**config.mk**
```make
export PLATFORM = sky130hd
export DESIGN_NAME = trq_marks
export DESIGN_NICKNAME = d
export VERILOG_FILES = /design/src/rtl/trace_ring_with_quota_dump_assert.svh /design/src/rtl/trq_pkg.sv /design/src/rtl/trq_marks.sv
export SDC_FILE = /design/constraint.sdc
export NUM_CORES = 2
export LEC_CHECK = 0
export ABC_AREA = 1
export BUFFER_PORTS_ARGS = -buffer_cell sky130_fd_sc_hd__clkbuf_2
export CAP_MARGIN = 5
export CORE_UTILIZATION = 53
export DETAILED_ROUTE_END_ITERATION = 6
export PLACE_DENSITY = 0.73
export SYNTH_ARGS = -nofsm -noshare
export SYNTH_HDL_FRONTEND = slang
export SYNTH_SLANG_ARGS = --single-unit
```
**constraint.sdc**
```tcl
create_clock -name clk -period 2.4 [get_ports clk]
set_input_delay 0.36 -clock clk [delete_from_list [all_inputs] [get_ports clk]]
set_output_delay 0.36 -clock clk [all_outputs]
set_load 0.02 [all_outputs]
```
**src/rtl/trace_ring_with_quota_dump_assert.svh**
```systemverilog
// Assertion macros for the trace ring block.
// Used by the top level; expects clk and rst in scope.
`ifndef TRACE_RING_WITH_QUOTA_DUMP_ASSERT_SVH
`define TRACE_RING_WITH_QUOTA_DUMP_ASSERT_SVH

// same-cycle implication
`define TRQ_ASSERT_IMPL(lbl, ante, cons, msg) \
  lbl: assert property (@(posedge clk) disable iff (rst) (ante) |-> (cons)) else $error(msg);

// next-cycle implication
`define TRQ_ASSERT_NEXT(lbl, ante, cons, msg) \
  lbl: assert property (@(posedge clk) disable iff (rst) (ante) |=> (cons)) else $error(msg);

`endif

```
**src/rtl/trq_pkg.sv**
```systemverilog
// Shared types, operation codes and helpers for the trace ring.
// No dependencies.
`timescale 1ns / 1ps
package trq_pkg;

  localparam int CNT_W = 11;

  localparam logic [2:0] OP_RECORD  = 3'd0;
  localparam logic [2:0] OP_CONSUME = 3'd1;
  localparam logic [2:0] OP_RESET   = 3'd2;
  localparam logic [2:0] OP_DUMP    = 3'd3;
  localparam logic [2:0] OP_FETCH   = 3'd4;

  typedef struct packed {
    logic [2:0]  operation;
    logic [15:0] event_type;
    logic [15:0] subsystem;
    logic [30:0] process_id;
    logic [63:0] word0;
    logic [63:0] word1;
    logic [63:0] word2;
    logic [63:0] word3;
    logic [15:0] dump_limit;
    logic [31:0] subsystem_mask;
  } trq_req_t;

  typedef struct packed {
    logic             event_valid;
    logic [63:0]      sequence_res;
    logic [30:0]      event_pid;
    logic [15:0]      kind;
    logic [15:0]      origin_subsystem;
    logic [63:0]      out_word0;
    logic [63:0]      out_word1;
    logic [63:0]      out_word2;
    logic [63:0]      out_word3;
    logic [CNT_W-1:0] stored_or_unread;
    logic [CNT_W-1:0] matched_count;
    logic [CNT_W-1:0] shown_count;
  } trq_res_t;

  typedef struct packed {
    logic [63:0] seq;
    logic [30:0] pid;
    logic [15:0] kind;
    logic [15:0] sub;
    logic [63:0] w0;
    logic [63:0] w1;
    logic [63:0] w2;
    logic [63:0] w3;
  } trq_entry_t;

  function automatic logic mask_hit(input logic [31:0] mask, input logic [15:0] sub);
    return (mask == 32'd0) || ((sub[15:5] == 11'd0) && mask[sub[4:0]]);
  endfunction

endpackage

```
**src/rtl/trq_marks.sv**
```systemverilog
// Dump selection stores: picked map and per-type tally memories.
// Depends on trq_pkg for nothing but house style; registered reads.
`timescale 1ns / 1ps
module trq_marks
  import trq_pkg::*;
#(
  parameter int DEPTH = 1024,
  parameter int BINS  = 64,
  parameter int CW    = 11
) (
  input  logic                     clk,
  input  logic                     pk_we,
  input  logic [$clog2(DEPTH)-1:0] pk_waddr,
  input  logic                     pk_wdata,
  input  logic [$clog2(DEPTH)-1:0] pk_raddr,
  output logic                     pk_rdata,
  input  logic                     tl_we,
  input  logic [$clog2(BINS)-1:0]  tl_waddr,
  input  logic [CW-1:0]            tl_wdata,
  input  logic [$clog2(BINS)-1:0]  tl_raddr,
  output logic [CW-1:0]            tl_rdata
);

  logic          picked [DEPTH];
  logic [CW-1:0] tally  [BINS];

  always_ff @(posedge clk) begin
    if (pk_we) begin
      picked[pk_waddr] <= pk_wdata;
    end
    pk_rdata <= picked[pk_raddr];
    if (tl_we) begin
      tally[tl_waddr] <= tl_wdata;
    end
    tl_rdata <= tally[tl_raddr];
  end

endmodule

```
* Word-level counts from Yosys, hierarchy flattened *
Memories as Yosys holds them, arrays and structs flattened. A register that Yosys moved wholly into a read port is not among the register bits.
Index checks and enable logic that the tools add are counted.

storage, ports and cells
  register bits = 0
  memory bits (writable) = 1728
  input port bits = 47
  output and inout port bits = 12
  word-level logic and storage cells = 6
  memories = 2

memory list
  name    depth  bits a word  rd ports  clocked after Yosys merged registers in  wr ports  RTL line         text
  picked  1024   1            1         1                                        1         trq_marks.sv:24  logic picked [DEPTH];
  tally   64     11           1         1                                        1         trq_marks.sv:25  logic [CW-1:0] tally [BINS];

operators by class
  mux-type cells = 4

operators with widths
  kind              number
  1-bit 2-to-1 mux  4

* Logic depth before layout (Yosys ltp) *
  depth after elaboration = 2
  mapped depth = 16
  gate-level depth less buffers = 13

* Least setup slack after synthesis *
No wires, ideal clock.

  kind = input to register
  start = in tl_waddr[0]
  end = mem tally[1][0], enable pin
  library setup time = 0.408 ns
  data arrival time = 1.977 ns
  required time = 1.992 ns
  slack = 0.015 ns
  stages = 3
  path buffers = 1
  path through = clkbuf_1 > inv_1 > nor4_1

RTL lines
  item         RTL line         text
  from (decl)  trq_marks.sv:18  input logic [$clog2(BINS)-1:0] tl_waddr,
  to (decl)    trq_marks.sv:25

No word-level cell before the write port.

==> impl_metrics.csv <==
group,metric,value,unit
layout,area_delta_synth_final,13.07,%
synth,yosysMostFrequentCell,"edfxtp_1",
synth,yosys.area.top_type,"edfxtp_1",
global_route,antenna_found_initial,11,
sta,fin_setup_tns,0,ns
worst_setup_path,cp-end-kind,"register",
worst_setup_path,path_class,"reg2reg",
placed_design,pre_cts_ws,0.007376,ns
cts,clk_pin_slew,0.06,ns
sta,clock.fmax,0.4257,GHz
die,io_pins,59,
die,die_area,141700,um2
route,route.antenna.remaining_nets,0,
route,first_iter_violations,8427,
layout,nFillCells,10720,
outcome,run_status,"finished, final reports clean",
layout,seqCellArea,52130,um2
die,start_util,53.34,%
cts,cts-root-buf,"clkbuf_16",
power_and_ir_drop,p_leak,27.84,nW
cts,htree_levels,4,
placed_design,place_hpwl,113800,um
layout,multi_input_area,19320,um2
power_and_ir_drop,clkPwrFrac,40.4,%
sta,layout_setup_ws,0.05083,ns
hold_path,worst_hold_startpoint,"tl_wdata[4]",
die,die_h,376.5,um
worst_setup_path,critPathMostFrequentCell,"nand3_1",
placed_design,globalplace.congestion,0.8566,
worst_setup_path,r2r-end,"pk_rdata$_DFF_P_",
worst_setup_path,r2r-start,"picked[947]$_DFFE_PP_",
synth,synth_edf_count,1728,
cts,cts_tree,"done",
power_and_ir_drop,p_total,63.50,mW
placed_design,dpl.cell_count,8554,
synth,ys_seq_area_share,70.13,%
sta,finClkSkew,0.02186,ns
cts,clk_path_buf_depth,3,
layout,drive_gt1_share,10.43,%
power_and_ir_drop,pwr-share-comb,6.8,%
synth,synth.avg_cell_area,10.94,um2
global_route,grt_max_degree,130,
worst_setup_path,crit_chain,"nand2_1, nand3_1, nand3_1, nand3_1, nand3_1, nand3_1, nand3_2, nand2_1, nand2_1, nand3_1, nand3_1, dlygate4sd3_1, nand2_1",
route,post_drt_wl_per_cell,23.55,um
sta,final_max_slew_viol_count,0,
die,die_w,376.5,um
route,drc,0,
worst_setup_path,cp_max_fo,1,
power_and_ir_drop,p_sw,14.60,mW
worst_setup_path,critical_path.slowest_cell,"dlygate4sd3_1",
power_and_ir_drop,power-per-cell-area,755.6,nW/um2
layout,final_cell_area,84040,um2
layout,instances_no_fill,8869,
sta,whs,0.05506,ns
synth,ys_ff_latch,1740,
worst_setup_path,crit_path_start,"picked[947]$_DFFE_PP_",
worst_setup_path,reg2reg_setup_slack,0.05,ns
power_and_ir_drop,p_int,48.90,mW
power_and_ir_drop,peakVddDrop,0.6842,mV
layout,fin_util,60.31,%
cts,cts_buffers,172,
sta,setup_viol,0,
cts,cts_setup_buffers,0,
global_route,track_usage,29.03,%
synth,async_reset_ff_share,0,%
die,core.rowCount,137,
sta,period_needed,2.349,ns
placed_design,io_buffers,58,
global_route,gr-total-overflow,0,
synth,synth_ff_type,"edfxtp_1",
synth,synth.net_count,6844,
synth,ys_types,25,
synth,synth_common_cells,"edfxtp_1, nor2_1, nand2_1, nand3_1, o21ai_0",
placed_design,place_area,78640,um2
synth,yosysWarnings,0,
hold_path,hold_class,"in2reg",
sta,worstMarginPinSlew,0.8918,ns
worst_setup_path,cpPeakStageDelay,0.56,ns
sta,fin_crit_sh,97.88,%
power_and_ir_drop,sw_frac_of_total,22.99,%
sta,hold_viol_final,0,
global_route,grt_pass1_vias,51040,
route,via_count,54450,
die,core_area,139400,um2
cts,clock_latency,0.83,ns
synth,ys_top_cells_by_area,"edfxtp_1, nor2_1, nand3_1",
power_and_ir_drop,power_frac_seq,52.8,%
synth,synth_top_area_share,69.81,%
worst_setup_path,crit_arrival,3.06,ns
sta,relSlewSlack,40.55,%
layout,fin_nets,6904,
synth,synthCells,6797,
worst_setup_path,cp-start-kind,"register",
route,wl,208900,um
flow_run,drv_cap,0,
global_route,grt_first_pass_wirelength,308600,um
route,firstDrtPassIters,6,
worst_setup_path,reg2reg_depth,13,
cts,clock-sinks,1740,
synth,synth_area,74330,um2
worst_setup_path,cp-endpoint,"pk_rdata$_DFF_P_",
worst_setup_path,critPathRequiredTime,3.11,ns
route,viasPerCell,6.139,
sequential cells by signal, summed over array words and instances, names as in the netlist:
| name | flops |
|---|---|
| picked | 1024 |
| tally | 704 |
| tl_rdata | 11 |
| pk_rdata | 1 |
how the worst min path moves through the flow:
stage / end / slack (ns) / cells past startpoint
after global routing: tally[42][4]$_DFFE_PP_ / 0.04 / 2
after detailed placement: pk_rdata$_DFF_P_ / 0.76 / 3
after CTS: tally[42][4]$_DFFE_PP_ / 0.01 / 2
after global placement: pk_rdata$_DFF_P_ / 0.77 / 3
final: tally[42][4]$_DFFE_PP_ / 0.06 / 2
after floorplan: picked[0]$_DFFE_PP_ / 0.46 / 0
power groups by stage:
stage,logic (mW),registers (mW),clock network (mW)
finish,4.32,33.6,25.6
global route,4.59,33.5,26.9
CTS,4.23,33.6,25.8
detailed placement,4.19,34.2,0
global placement,4.11,34.2,0
floorplan,2.17,34.2,0
cells by family (layout without fill, tap and decap cells):
| family | after synthesis | after routing | synth area share [%] |
|---|---|---|---|
| and+or+nand+nor | 3751 | 3751 | 20.76 |
| DFF | 1740 | 1740 | 70.13 |
| AOI/OAI and AO/OA | 668 | 668 | 5.030 |
| buffers and inverters | 638 | 831 | 4.082 |
| other | 0 | 3 | 0 |
critical path, delay by kind of cell (launching register included):
kind	cells	cell delay (ns)
AND/OR/NAND/NOR	12	1.31
flip-flops	1	0.38
buffers and inverters	1	0.56
timing repair:
item	in CTS	in global routing
hold endpoints to repair	50	0
endpoints found under the setup margin	0	1
gates resized for setup	0	4
hold buffers	5	0
cells in the final DEF, fill, tap and decap left out, types with 64 or more instances in the layout:
cell | synthesis | final
o22ai_1 | 184 | 184
inv_1 | 66 | 64
o21ai_0 | 418 | 418
nor2_1 | 1565 | 1565
nand2_1 | 1125 | 1093
clkbuf_16 | 0 | 173
edfxtp_1 | 1728 | 1728
buf_12 | 0 | 104
buf_4 | 21 | 286
nand3_1 | 1034 | 1031
per-layer routing:
metal  vias up  track usage, %  wire (um)
met1     26410           38.92      76250
met2      3516           46.18      98270
met5         -               0         99
li1      23880               -          -
met3       618           5.937      25480
met4        18           12.43       8770
area by class of cell:
type	instances	area share [%]
Antenna cell	3	0.008933
Clock buffer	224	5.415
Clock inverter	83	0.9156
Inverter	73	0.3737
Multi-Input combinational cell	4419	22.99
Sequential cell	1740	62.03
Tap cell	1876	2.793
Timing Repair Buffer	451	5.480
Power figures use the tool's default switching activity.
